--- src/design/stc_pkg.sv ---
`default_nettype none
package stc_pkg;

	localparam int unsigned MAX_SEGMENTS = 16;
	localparam int unsigned IDX_W        = (MAX_SEGMENTS > 1) ? $clog2(MAX_SEGMENTS) : 1;
	localparam int unsigned CNT_W        = 5;
	localparam int unsigned ADDR_W       = 20;
	localparam int unsigned END_W        = ADDR_W + 1;

	localparam logic [CNT_W-1:0] MAX_CNT = CNT_W'(MAX_SEGMENTS);

	localparam logic [1:0] MODE_ALLOC  = 2'd0;
	localparam logic [1:0] MODE_ACCESS = 2'd1;
	localparam logic [1:0] MODE_CLEAR  = 2'd2;

	typedef struct packed {
		logic load;
		logic scan;
		logic finish;
	} stc_cmd_t;

	typedef struct packed {
		logic scan_end;
	} stc_status_t;

endpackage
`default_nettype wire

--- src/design/segment_table_checker_unit.sv ---
`default_nettype none
// Segment table checker.
// Request channel: drive mode, start_addr and region_len with start high;
// the transaction is taken at a rising edge where start is high and busy
// is low. Mode 0 allocates a segment, 1 checks an access, 2 clears the
// table, 3 is ignored and reports a fault.
// Result channel: done is high for one cycle with success, bytes_in_use
// and segments_in_use valid in that cycle. The receiver cannot stall, so
// the result must be sampled in that cycle.
// Timing: the walk over the segment table reads one entry per cycle from
// its single read port, over the N entries present before the transaction
// (N at most 16). busy is low again during the done cycle, so the next
// request may be taken at the edge that ends the done cycle.
// Configuration: mem_limit_we and mem_limit_wdata load the memory limit;
// write it only while busy is low and no result is pending.
// Reset: the table is empty, bytes in use zero, the limit all ones.
module segment_table_checker_unit (
	input  wire                         clk,
	input  wire                         arst_n,
	input  wire                         start,
	output logic                        busy,
	input  wire  [1:0]                  mode,
	input  wire  [stc_pkg::ADDR_W-1:0]  start_addr,
	input  wire  [stc_pkg::ADDR_W-1:0]  region_len,
	input  wire                         mem_limit_we,
	input  wire  [stc_pkg::ADDR_W-1:0]  mem_limit_wdata,
	output logic                        done,
	output logic                        success,
	output logic [stc_pkg::ADDR_W-1:0]  bytes_in_use,
	output logic [stc_pkg::CNT_W-1:0]   segments_in_use
);

	stc_pkg::stc_cmd_t    cmd;
	stc_pkg::stc_status_t status;

	stc_ctrl u_ctrl (
		.clk    (clk),
		.arst_n (arst_n),
		.start  (start),
		.busy   (busy),
		.cmd    (cmd),
		.status (status)
	);

	stc_dp u_dp (
		.clk             (clk),
		.arst_n          (arst_n),
		.cmd             (cmd),
		.status          (status),
		.mem_limit_we    (mem_limit_we),
		.mem_limit_wdata (mem_limit_wdata),
		.mode            (mode),
		.start_addr      (start_addr),
		.region_len      (region_len),
		.done            (done),
		.success         (success),
		.bytes_in_use    (bytes_in_use),
		.segments_in_use (segments_in_use)
	);

	a_done_idle: assert property (@(posedge clk) disable iff (!arst_n)
		done |-> !busy)
		else $error("result strobe while a transaction is still in progress");

	a_accept_busy: assert property (@(posedge clk) disable iff (!arst_n)
		(start && !busy) |=> busy)
		else $error("accepted transaction did not raise busy");

	a_count_max: assert property (@(posedge clk) disable iff (!arst_n)
		segments_in_use <= stc_pkg::MAX_CNT)
		else $error("segment count above table depth");

	a_fault_hold: assert property (@(posedge clk) disable iff (!arst_n)
		(done && !success) |-> ($stable(segments_in_use) && $stable(bytes_in_use)))
		else $error("faulted transaction changed the table state");

endmodule
`default_nettype wire

--- src/design/stc_ctrl.sv ---
`default_nettype none
module stc_ctrl (
	input  wire                  clk,
	input  wire                  arst_n,
	input  wire                  start,
	output logic                 busy,
	output stc_pkg::stc_cmd_t    cmd,
	input  stc_pkg::stc_status_t status
);

	typedef enum logic [2:0] {
		ST_IDLE = 3'b001,
		ST_SCAN = 3'b010,
		ST_FIN  = 3'b100
	} state_t;

	state_t state_q;
	state_t state_d;

	always_comb begin
		state_d    = state_q;
		cmd.load   = 1'b0;
		cmd.scan   = 1'b0;
		cmd.finish = 1'b0;
		case (state_q)
			ST_IDLE: begin
				if (start) begin
					cmd.load = 1'b1;
					state_d  = ST_SCAN;
				end
			end
			ST_SCAN: begin
				cmd.scan = 1'b1;
				// last read data is folded into the flags at this edge
				if (status.scan_end) begin
					state_d = ST_FIN;
				end
			end
			ST_FIN: begin
				cmd.finish = 1'b1;
				state_d    = ST_IDLE;
			end
			default: begin
				state_d = ST_IDLE;
			end
		endcase
	end

	always_ff @(posedge clk or negedge arst_n) begin
		if (!arst_n) begin
			state_q <= ST_IDLE;
		end else begin
			state_q <= state_d;
		end
	end

	assign busy = (state_q != ST_IDLE);

endmodule
`default_nettype wire

--- src/design/stc_dp.sv ---
`default_nettype none
module stc_dp (
	input  wire                              clk,
	input  wire                              arst_n,
	input  stc_pkg::stc_cmd_t                cmd,
	output stc_pkg::stc_status_t             status,
	input  wire                              mem_limit_we,
	input  wire  [stc_pkg::ADDR_W-1:0]       mem_limit_wdata,
	input  wire  [1:0]                       mode,
	input  wire  [stc_pkg::ADDR_W-1:0]       start_addr,
	input  wire  [stc_pkg::ADDR_W-1:0]       region_len,
	output logic                             done,
	output logic                             success,
	output logic [stc_pkg::ADDR_W-1:0]       bytes_in_use,
	output logic [stc_pkg::CNT_W-1:0]        segments_in_use
);

	logic [stc_pkg::ADDR_W-1:0] seg_start_mem [stc_pkg::MAX_SEGMENTS];
	logic [stc_pkg::END_W-1:0]  seg_end_mem   [stc_pkg::MAX_SEGMENTS];

	logic [stc_pkg::ADDR_W-1:0] limit_q;
	logic [stc_pkg::CNT_W-1:0]  count_q;
	logic [stc_pkg::ADDR_W-1:0] used_q;
	logic [1:0]                 mode_q;
	logic [stc_pkg::ADDR_W-1:0] first_q;
	logic [stc_pkg::ADDR_W-1:0] len_q;
	logic [stc_pkg::END_W-1:0]  last_q;
	logic                       over_last_q;
	logic                       over_total_q;
	logic                       full_q;
	logic                       clash_q;
	logic                       hit_q;
	logic [stc_pkg::CNT_W-1:0]  idx_q;
	logic                       rd_valid_s1;
	logic [stc_pkg::ADDR_W-1:0] seg_s_s1;
	logic [stc_pkg::END_W-1:0]  seg_e_s1;
	logic                       success_q;
	logic                       done_q;

	logic [stc_pkg::END_W-1:0]  last_d;
	logic [stc_pkg::END_W-1:0]  total_d;
	logic [stc_pkg::END_W-1:0]  first_ext;
	logic [stc_pkg::END_W-1:0]  seg_s_ext;
	logic                       rd_en;
	logic                       clash_hit;
	logic                       cover_hit;
	logic                       ok;

	assign last_d    = {1'b0, start_addr} + {1'b0, region_len};
	assign total_d   = {1'b0, used_q} + {1'b0, region_len};
	assign first_ext = {1'b0, first_q};
	assign seg_s_ext = {1'b0, seg_s_s1};

	assign status.scan_end = (idx_q == count_q);
	assign rd_en           = cmd.scan && !status.scan_end;

	assign clash_hit = ((last_q < seg_e_s1) && (last_q > seg_s_ext)) ||
	                   ((first_ext > seg_s_ext) && (first_ext < seg_e_s1));
	assign cover_hit = (first_ext >= seg_s_ext) && (last_q <= seg_e_s1);

	always_comb begin
		case (mode_q)
			stc_pkg::MODE_ALLOC:  ok = !over_last_q && !over_total_q && !full_q && !clash_q;
			stc_pkg::MODE_ACCESS: ok = !over_last_q && hit_q;
			stc_pkg::MODE_CLEAR:  ok = 1'b1;
			default:              ok = 1'b0;
		endcase
	end

	// table storage: one write port, one registered read port
	always_ff @(posedge clk) begin
		if (cmd.finish && ok && (mode_q == stc_pkg::MODE_ALLOC)) begin
			seg_start_mem[count_q[stc_pkg::IDX_W-1:0]] <= first_q;
			seg_end_mem[count_q[stc_pkg::IDX_W-1:0]]   <= last_q;
		end
	end

	always_ff @(posedge clk) begin
		if (rd_en) begin
			seg_s_s1 <= seg_start_mem[idx_q[stc_pkg::IDX_W-1:0]];
			seg_e_s1 <= seg_end_mem[idx_q[stc_pkg::IDX_W-1:0]];
		end
	end

	always_ff @(posedge clk) begin
		if (cmd.load) begin
			mode_q  <= mode;
			first_q <= start_addr;
			len_q   <= region_len;
			last_q  <= last_d;
		end
	end

	always_ff @(posedge clk or negedge arst_n) begin
		if (!arst_n) begin
			limit_q      <= '1;
			count_q      <= '0;
			used_q       <= '0;
			over_last_q  <= 1'b0;
			over_total_q <= 1'b0;
			full_q       <= 1'b0;
			clash_q      <= 1'b0;
			hit_q        <= 1'b0;
			idx_q        <= '0;
			rd_valid_s1  <= 1'b0;
			success_q    <= 1'b0;
			done_q       <= 1'b0;
		end else begin
			done_q      <= cmd.finish;
			rd_valid_s1 <= rd_en;
			if (mem_limit_we) begin
				limit_q <= mem_limit_wdata;
			end
			if (cmd.load) begin
				over_last_q  <= last_d > {1'b0, limit_q};
				over_total_q <= total_d > {1'b0, limit_q};
				full_q       <= count_q >= stc_pkg::MAX_CNT;
				clash_q      <= 1'b0;
				hit_q        <= 1'b0;
				idx_q        <= '0;
			end
			if (rd_en) begin
				idx_q <= idx_q + 1'b1;
			end
			// fold each returned entry into the verdict flags
			if (rd_valid_s1) begin
				if (clash_hit) begin
					clash_q <= 1'b1;
				end
				if (cover_hit) begin
					hit_q <= 1'b1;
				end
			end
			if (cmd.finish) begin
				success_q <= ok;
				if (mode_q == stc_pkg::MODE_CLEAR) begin
					count_q <= '0;
					used_q  <= '0;
				end else if (ok && (mode_q == stc_pkg::MODE_ALLOC)) begin
					count_q <= count_q + 1'b1;
					used_q  <= used_q + len_q;
				end
			end
		end
	end

	assign done            = done_q;
	assign success         = success_q;
	assign bytes_in_use    = used_q;
	assign segments_in_use = count_q;

endmodule
`default_nettype wire

--- config.mk ---
export PLATFORM = sky130hd
export DESIGN_NAME = segment_table_checker_unit
export DESIGN_NICKNAME = d
export VERILOG_FILES = /design/src/design/stc_pkg.sv /design/src/design/segment_table_checker_unit.sv /design/src/design/stc_ctrl.sv /design/src/design/stc_dp.sv
export SDC_FILE = /design/constraint.sdc
export NUM_CORES = 1
export LEC_CHECK = 0
export ABC_AREA = 1
export BUFFER_PORTS_ARGS = -buffer_cell sky130_fd_sc_hd__buf_2
export CAP_MARGIN = 20
export CORE_MARGIN = 4
export CORE_UTILIZATION = 45
export DETAILED_ROUTE_END_ITERATION = 10
export GPL_ROUTABILITY_DRIVEN = 0
export HOLD_SLACK_MARGIN = 0.08
export PLACE_DENSITY = 0.67
export SETUP_SLACK_MARGIN = 0.05
export SYNTH_ARGS = -nofsm -noshare
export SYNTH_HDL_FRONTEND = slang
export SYNTH_SLANG_ARGS = --single-unit
export TNS_END_PERCENT = 30
--- constraint.sdc ---
create_clock -name clk -period 4.5 [get_ports clk]
set_input_delay 0.45 -clock clk [delete_from_list [all_inputs] [get_ports clk]]
set_output_delay 0.45 -clock clk [all_outputs]
set_load 0.05 [all_outputs]
==> impl_metrics.csv, run 1 <==
group,metric,value,unit
synth,ys_ff_latch,821,
pwr,power_density,533,mW/mm²
place,io_buffer_count,93,
critical_path,startpoint_type,"input pin",
sta,tns,0,ps
sta,skew,25.6,ps
hold_path,hold_end,"u_dp.len_q[19]$_DFFE_PP_",
route,avgRoutedWirePerCell,23.2,µm
sta,tightest_slew,979,ps
route,drt-total-wl,102000,µm
clock_tree,clockBufferDepth,3,
clock_tree,cts_tree,"done",
synth,yosysUniqueCellTypes,49,
floorplanning,die_w,294,µm
hold_path,hold_start,"region_len[19]",
sta,drv_slew,0,
global_route,grt_first_pass_wirelength,152000,µm
route,drc_errors,0,
critical_path,cpPeakStageDelay,530,ps
sta,hold_violations,0,
synth,synthesis.area,0.0368,mm²
floorplanning,dieHeight,294,µm
floorplanning,die_area,0.0864,mm²
floorplanning,coreArea,0.0808,mm²
flow_run,max-cap-violations,0,
synth,ys.flop_type,"edfxtp_1",
synth,synthCells,3126,
pwr,peakVddDrop,0.513,mV
clock_tree,clk_pin_slew,60,ps
sta,rsz0062_at_grt,"false",
synth,synth_top_family_by_area,"simple AND/OR/NAND/NOR gates",
synth,synth-xor-area-share,1.02,%
critical_path,rrSetupSlack,1070,ps
sta,final.period_utilization,81.1,%
route,drtIter0Drc,2909,
pwr,power_leakage,16.0,nW
floorplanning,num_rows,104,
synth,synth_fa_ha_area_share,6.42,%
clock_tree,htree_levels,3,
synth,synth.mux.area_fraction,0.0306,%
critical_path,crit_type,"input pin to flip-flop",
outcome,outcome,"finished clean",
synth,ys_seq_area_share,66.2,%
critical_path,cp.required,5080,ps
route,dr.pass1.iters,5,
route,ant_nets,0,
synth,synth_area_per_cell,11.8,µm²
global_route,antenna_found_initial,1,
synth,ys_async_sr_fraction,7.43,%
hold_path,worst_hold_path_type,"input pin to flip-flop",
place,dp_hpwl,61300,µm
clock_tree,cts_resized,0,
critical_path,worstSetupEndpointType,"flip-flop",
clock_tree,root_buffer,"clkbuf_16",
finish,drive_above_1_share,9.58,%
synth,synth-compound-area-share,11.0,%
sta,layout_min_cycle_time,3650,ps
critical_path,cp_slowest_cell,"dlygate4sd3_1",
finish,syn_to_final_growth,13.7,%
sta,setup_viol,0,
clock_tree,cts_sinks,821,
floorplanning,initial_core_util,45.5,%
hold_path,holdPathStages,1,
synth,synth-simple-area-share,11.8,%
synth,synthesis.nets,3379,
sta,max_clock_freq,0.274,GHz
synth,ys.warnings.count,0,
sta,max_slew_margin,34.7,%
route,routed_via_density,5.79,
route,num_vias,25500,
global_route,first_global_vias,24300,
global_route,globalRouteTotalUtil,23.4,%
critical_path,cp_max_fo,4,
clock_tree,numCtsBuffers,82,
critical_path,path_cells,"dlygate4sd3_1 -> buf_2 -> ha_1 -> inv_1 -> fa_1 -> o31ai_1 -> a21oi_1 -> inv_1 -> a21oi_1 -> xor2_1 -> ha_1 -> inv_1 -> nor3_1 -> nor3b_1 -> o21ai_0 -> nand2_1 -> nand2_1 -> nand2_1 -> nand2_1 -> nand2_1 -> nand2_1 -> nand2_1",
critical_path,critPathArrivalTime,4230,ps
critical_path,reg2reg_depth,20,
clock_tree,clock_latency,660,ps
finish,nNetsFinal,3538,
finish,n_antenna_cell,0,
place,place_ws,896,ps
floorplanning,pin_count,94,
global_route,grt_max_degree,171,
critical_path,critical_path_buf_inv_count,5,
critical_path,critPathTopFamily,"adder cells",
critical_path,cp-startpoint,"region_len[0]",
critical_path,r2r-end,"u_dp.over_total_q$_DFFE_PN0P_",
critical_path,r2r_start,"u_dp.bytes_in_use[0]$_DFFE_PN0P_",
synth,synth_edf_count,760,
finish,fillers,6755,
sta,layout_setup_ws,850,ps
clock_tree,postCtsSetupBuffers,0,
critical_path,crit_top_cell,"nand2_1",
global_route,overflow,0,
-- logic make-up after synthesis --
group,after synthesis
AOI/OAI and AO/OA,708
xor gates and xnor gates,43
adders and majority gates,187
buffers and inverters,309
DFF,821
muxes,1
and+or+nand+nor,1057
-- cells in the final DEF, fill, tap and decap left out, types with 15 or more instances in the layout --
| cell type | n |
|---|---|
| nand2_1 | 578 |
| clkbuf_1 | 19 |
| ha_1 | 184 |
| dfstp_2 | 21 |
| o21ai_1 | 36 |
| a21oi_1 | 213 |
| a21o_1 | 15 |
| nor2_4 | 17 |
| edfxtp_1 | 760 |
| clkinv_1 | 18 |
| xnor2_1 | 18 |
| nor3_1 | 17 |
| xor2_1 | 25 |
| o22ai_1 | 54 |
| nand4_1 | 50 |
| dlygate4sd3_1 | 60 |
| buf_2 | 93 |
| a221oi_1 | 51 |
| inv_1 | 166 |
| o21ai_0 | 274 |
| buf_4 | 47 |
| dfrtp_1 | 36 |
| clkbuf_16 | 83 |
| nand3_1 | 117 |
| o221ai_1 | 32 |
| nor2_1 | 254 |
-- registers in the layout (all words and copies together), names as in the netlist, 2 cells and up --
signal	flops
u_dp.len_q	20
u_dp.mode_q	2
u_dp.seg_e_s1	21
u_dp.seg_start_mem	320
u_dp.last_q	21
u_ctrl.state_q	3
u_dp.seg_s_s1	20
u_dp.limit_q	20
u_dp.first_q	20
u_dp.seg_end_mem	336
u_dp.segments_in_use	5
u_dp.idx_q	5
u_dp.bytes_in_use	20
-- cells in the mapped netlist, types with 10 or more instances --
library cell,number,area [µm²]
edfxtp_1,760,22800
nand2_1,579,2170
o21ai_0,274,1370
nor2_1,270,1010
a21oi_1,213,1070
ha_1,184,2300
inv_1,170,638
nand3_1,117,586
buf_2,60,300
clkbuf_1,56,210
o22ai_1,54,338
a221oi_1,51,447
nand4_1,50,313
dfrtp_1,40,1000
o21ai_1,36,180
o221ai_1,32,280
xor2_1,25,219
dfstp_2,21,552
xnor2_1,18,158
nor3_1,17,85.1
a21o_1,15,113
nor4_1,10,62.6
-- worst reg2reg max path, stage by stage, from the launching register on --
cell and delay [ps]:
dfrtp_1 410, ha_1 280, inv_1 110, fa_1 400, nand3b_1 170, nand2_1 150, a21boi_0 170, o21ai_0 320
a31oi_1 150, xnor2_1 160, ha_1 290, a21oi_1 130, nor2_1 50, a211oi_1 170, nand2_1 80, nand2_1 60
nand2_1 40, nand2_1 50, nand2_1 40, nand2_1 50, nand2_1 40
-- per-layer routing --
| metal | track usage, % | routed length [µm] | vias to the layer above |
|---|---|---|---|
| met2 | 38.2 | 48200 | 1219 |
| met1 | 31.7 | 41700 | 12400 |
| li1 | - | - | 11700 |
| met3 | 2.99 | 7880 | 246 |
| met4 | 10.2 | 4400 | 2 |
| met5 | 0 | 14 | - |
-- what timing repair did --
action	4_1_cts	5_1_grt
endpoints found under the setup margin	0	0
hold buffers	60	0
endpoints found under the hold margin	76	0
-- metrics by stage --
stage	hold WS (ps)	cell area (µm²)	utilization [%]	total power, mW	cells
global placement	467	38600	47.8	15.5	4200
floorplan	154	36800	-	13.8	3126
CTS	90.7	41800	51.8	22.3	4411
global route	104	41900	51.8	23.4	4412
detailed placement	476	38600	47.8	15.6	4200
finish	139	41900	51.8	22.3	4412
-- power by group --
group / switching, mW / internal, mW / leakage, nW / total (mW)
logic: 3.82 / 1.71 / 7.11 / 5.54
clock network: 2.92 / 3.81 / 1.29 / 6.73
registers: 0.875 / 9.16 / 7.62 / 10.0
-- worst max-delay path by stage --
stage / depth (start not counted) / end / slack, ps
2_1_floorplan: 8 / u_dp.seg_end_mem[0][0]$_DFFE_PP_ / 1040
3_3_place_gp: 21 / u_dp.over_last_q$_DFFE_PN0P_ / 960
3_5_place_dp: 21 / u_dp.over_last_q$_DFFE_PN0P_ / 900
4_1_cts: 22 / u_dp.over_last_q$_DFFE_PN0P_ / 1000
5_1_grt: 22 / u_dp.over_last_q$_DFFE_PN0P_ / 590
6_report: 22 / u_dp.over_last_q$_DFFE_PN0P_ / 850
-- final cells by class --
type,count,area (µm²),share of cell area (%)
clock buffers,104,2180,5.20
clock inverters,47,459,1.10
inverters,176,668,1.60
multi-input cells,1996,11300,26.9
flip-flops and latches,821,24400,58.3
well taps,1060,1330,3.17
repair buffers,208,1580,3.77
No activity file was read; power rests on OpenSTA's default activity.
==> run 2: changes to the inputs <==
ABC_AREA = 0   (was 1)
PLACE_DENSITY = 0.69   (was 0.67)
clock period = 3.1 ns   (was 4.5 ns; I/O delays follow)
==> run 2 against run 1 <==
Net effect:
- the flow now finishes with violations (setup timing)
- non-clock buffer count rose by 175
- hold slack improved by 44 ps
- clock skew up 4.5 ps
- die area is 1.7% lower
- sequential cell count did not move
- register-to-register slack got worse by 1800 ps
- via count decreased by 14%
- clock power is 45% higher
- first-iteration DRC count fell by 22%
- utilization increased by 2.4 points
- combinational power is 0.7% lower
- sequential power rose by 37%
- critical path type is now flip-flop to flip-flop
- critical endpoint is now u_dp.over_total_q$_DFFE_PN0P_
- largest cell class unchanged
==> impl_metrics.csv, run 2 <==
group,metric,value,unit
outcome,outcome,"finished, violations left",
outcome,violations,"setup timing",
synth,yosysTopAreaCell,"edfxtp_1",
finish,fillers,6263,
global_route,grt_first_pass_wirelength,139000,µm
clock_tree,numCtsBuffers,80,
floorplanning,coreArea,0.0794,mm²
finish,register_area,0.0244,mm²
route,dr.pass1.iters,6,
global_route,busiest_layer,"met2",
synth,synth_area_per_cell,15.8,µm²
clock_tree,clockBufferDepth,3,
sta,setup_viol,2,
floorplanning,die_area,0.0850,mm²
floorplanning,dieHeight,292,µm
route,avgRoutedWirePerCell,24.4,µm
flow_run,max-cap-violations,0,
floorplanning,pin_count,94,
synth,synthesis.area,0.0362,mm²
sta,skew,30.1,ps
finish,n_antenna_cell,0,
pwr,p_total,28.9,mW
clock_tree,cts_sinks,821,
finish,largest_register_ffs,336,
global_route,grt_max_degree,55,
critical_path,crit_type,"flip-flop to flip-flop",
sta,max_clock_freq,0.259,GHz
critical_path,worstSetupEndpointType,"flip-flop",
pwr,power_leakage,15.5,nW
floorplanning,die_w,292,µm
sta,tightest_slew,982,ps
synth,synthesis.nets,2547,
finish,final_common_cell,"edfxtp_1",
synth,ys_ff_latch,821,
pwr,peakVddDrop,0.516,mV
finish,syn_to_final_growth,19.0,%
sta,tns,-1200,ps
route,routed_via_density,5.82,
synth,ys_seq_area_share,67.4,%
route,drt-total-wl,92700,µm
sta,rsz0062_at_grt,"true",
synth,yosysUniqueCellTypes,72,
pwr,power_density,672,mW/mm²
critical_path,cp_max_fo,3,
route,ant_nets,0,
finish,drive_above_1_share,23.6,%
synth,synthCells,2294,
synth,synthTopCellsByCount,"edfxtp_1, ha_1, o21ai_0",
clock_tree,clk_pin_slew,60,ps
place,place_ws,-1060,ps
sta,layout_setup_ws,-760,ps
place,io_buffer_count,93,
critical_path,cp.required,3610,ps
clock_tree,root_buffer,"clkbuf_16",
route,drtIter0Drc,2268,
sta,whs,183,ps
global_route,gr-usage-met2,35.5,%
clock_tree,clock_latency,650,ps
synth,synth.most_common_cell,"edfxtp_1",
synth,netlist.area_leader.share,63.1,%
sta,max_slew_margin,34.3,%
synth,ys.warnings.count,0,
synth,synthTopCellsByArea,"edfxtp_1, ha_1, mux4_2",
synth,ys.flop_type,"edfxtp_1",
global_route,overflow,0,
global_route,first_global_vias,22600,
synth,ys_async_sr_fraction,7.43,%
clock_tree,htree_levels,3,
global_route,gr-usage-met1,29.5,%
sta,hold_violations,0,
finish,multi_input_area,0.0112,mm²
hold_path,worst_hold_path_type,"input pin to flip-flop",
finish,final_core_util,54.2,%
critical_path,startpoint_type,"flip-flop",
global_route,antenna_found_initial,0,
finish,final_cell_mix,"edfxtp_1, buf_4, ha_1, o21ai_0, mux2i_1",
route,drc_errors,0,
synth,synth_edf_count,760,
global_route,globalRouteTotalUtil,21.5,%
floorplanning,num_rows,103,
critical_path,critPathArrivalTime,4370,ps
sta,drv_slew,0,
clock_tree,cts_tree,"done",
global_route,grtUsageMet3,3.47,%
sta,layout_min_cycle_time,3860,ps
place,dp_hpwl,57000,µm
finish,nNetsFinal,2931,
floorplanning,initial_core_util,45.6,%
route,num_vias,22100,
sta,final.period_utilization,125,%
## run 2: per-stage QoR
stage	cells	area [µm²]
after floorplan	2294	36200
after global placement	3581	39700
after detailed placement	3581	39700
after CTS	3792	43000
after global routing	3792	43000
final	3792	43000
## run 2: area by class of cell
type / instances / area share, %
inverter: 90 / 0.785
tap: 1050 / 3.05
clock buffer: 90 / 4.79
clock inverter: 56 / 1.31
timing repair buffer: 383 / 7.30
multi-input combinational: 1302 / 26.1
sequential: 821 / 56.7
## run 2: cells by family after synthesis
kind of cell,synth area share (%)
AOI/OAI and AO/OA,8.40
and+or+nand+nor,4.62
xor gates and xnor gates,1.38
muxes,9.82
adders and majority gates,6.53
buffers and inverters,1.86
DFF,67.4
## run 2: worst paths after layout
check                           slack, ps                                end                              from  depth (start not counted)
worst min register to register        530      u_ctrl.state_q[2]$_DFFE_PN0P_     u_ctrl.state_q[2]$_DFFE_PN0P_                          1
min in group asynchronous             360  u_dp.bytes_in_use[19]$_DFFE_PN0P_                            arst_n                          2
max in group asynchronous            1920       u_dp.limit_q[14]$_DFFE_PN1P_                            arst_n                          3
worst min-delay path                  180           u_dp.last_q[0]$_DFFE_PP_                     region_len[0]                          2
worst max-delay path                 -760      u_dp.over_total_q$_DFFE_PN0P_  u_dp.bytes_in_use[0]$_DFFE_PN0P_                         20
worst max register to register       -760      u_dp.over_total_q$_DFFE_PN0P_  u_dp.bytes_in_use[0]$_DFFE_PN0P_                         20
## run 2: what timing repair did
item,4_1_cts,5_1_grt
endpoints found under the hold margin,90,0
gates cloned,0,0
setup buffers,1,0
hold buffers,64,0
pin swaps,7,2
gates resized for setup,9,3
endpoints found under the setup margin,4,4
## run 2: critical path, stage by stage (launching register included)
cell      delay, ps
dfrtp_2         390
ha_4            150
inv_2            40
fa_2            360
nor2b_1         130
o21ai_1          80
nand2b_1        100
a31oi_2         120
a311o_1         400
buf_4           160
nand3_1         100
a31o_1          150
a21oi_1          70
xnor2_1         140
ha_1            310
nand4_1         100
or4_4           550
nand2_1          70
o21ai_1          70
nor4_2          140
a31oi_1         120
## run 2: power by group
group          leakage (nW)  switching [mW]  internal [mW]
Sequential             7.60           0.596           13.1
Combinational          6.60            3.02           2.48
Clock                  1.29            4.18           5.59
## run 2: routing by layer
layer	share of wire, %	vias up
li1	-	9804
met2	48	921
met4	3.0	0
met5	0	-
met3	7.3	174
met1	41	11200
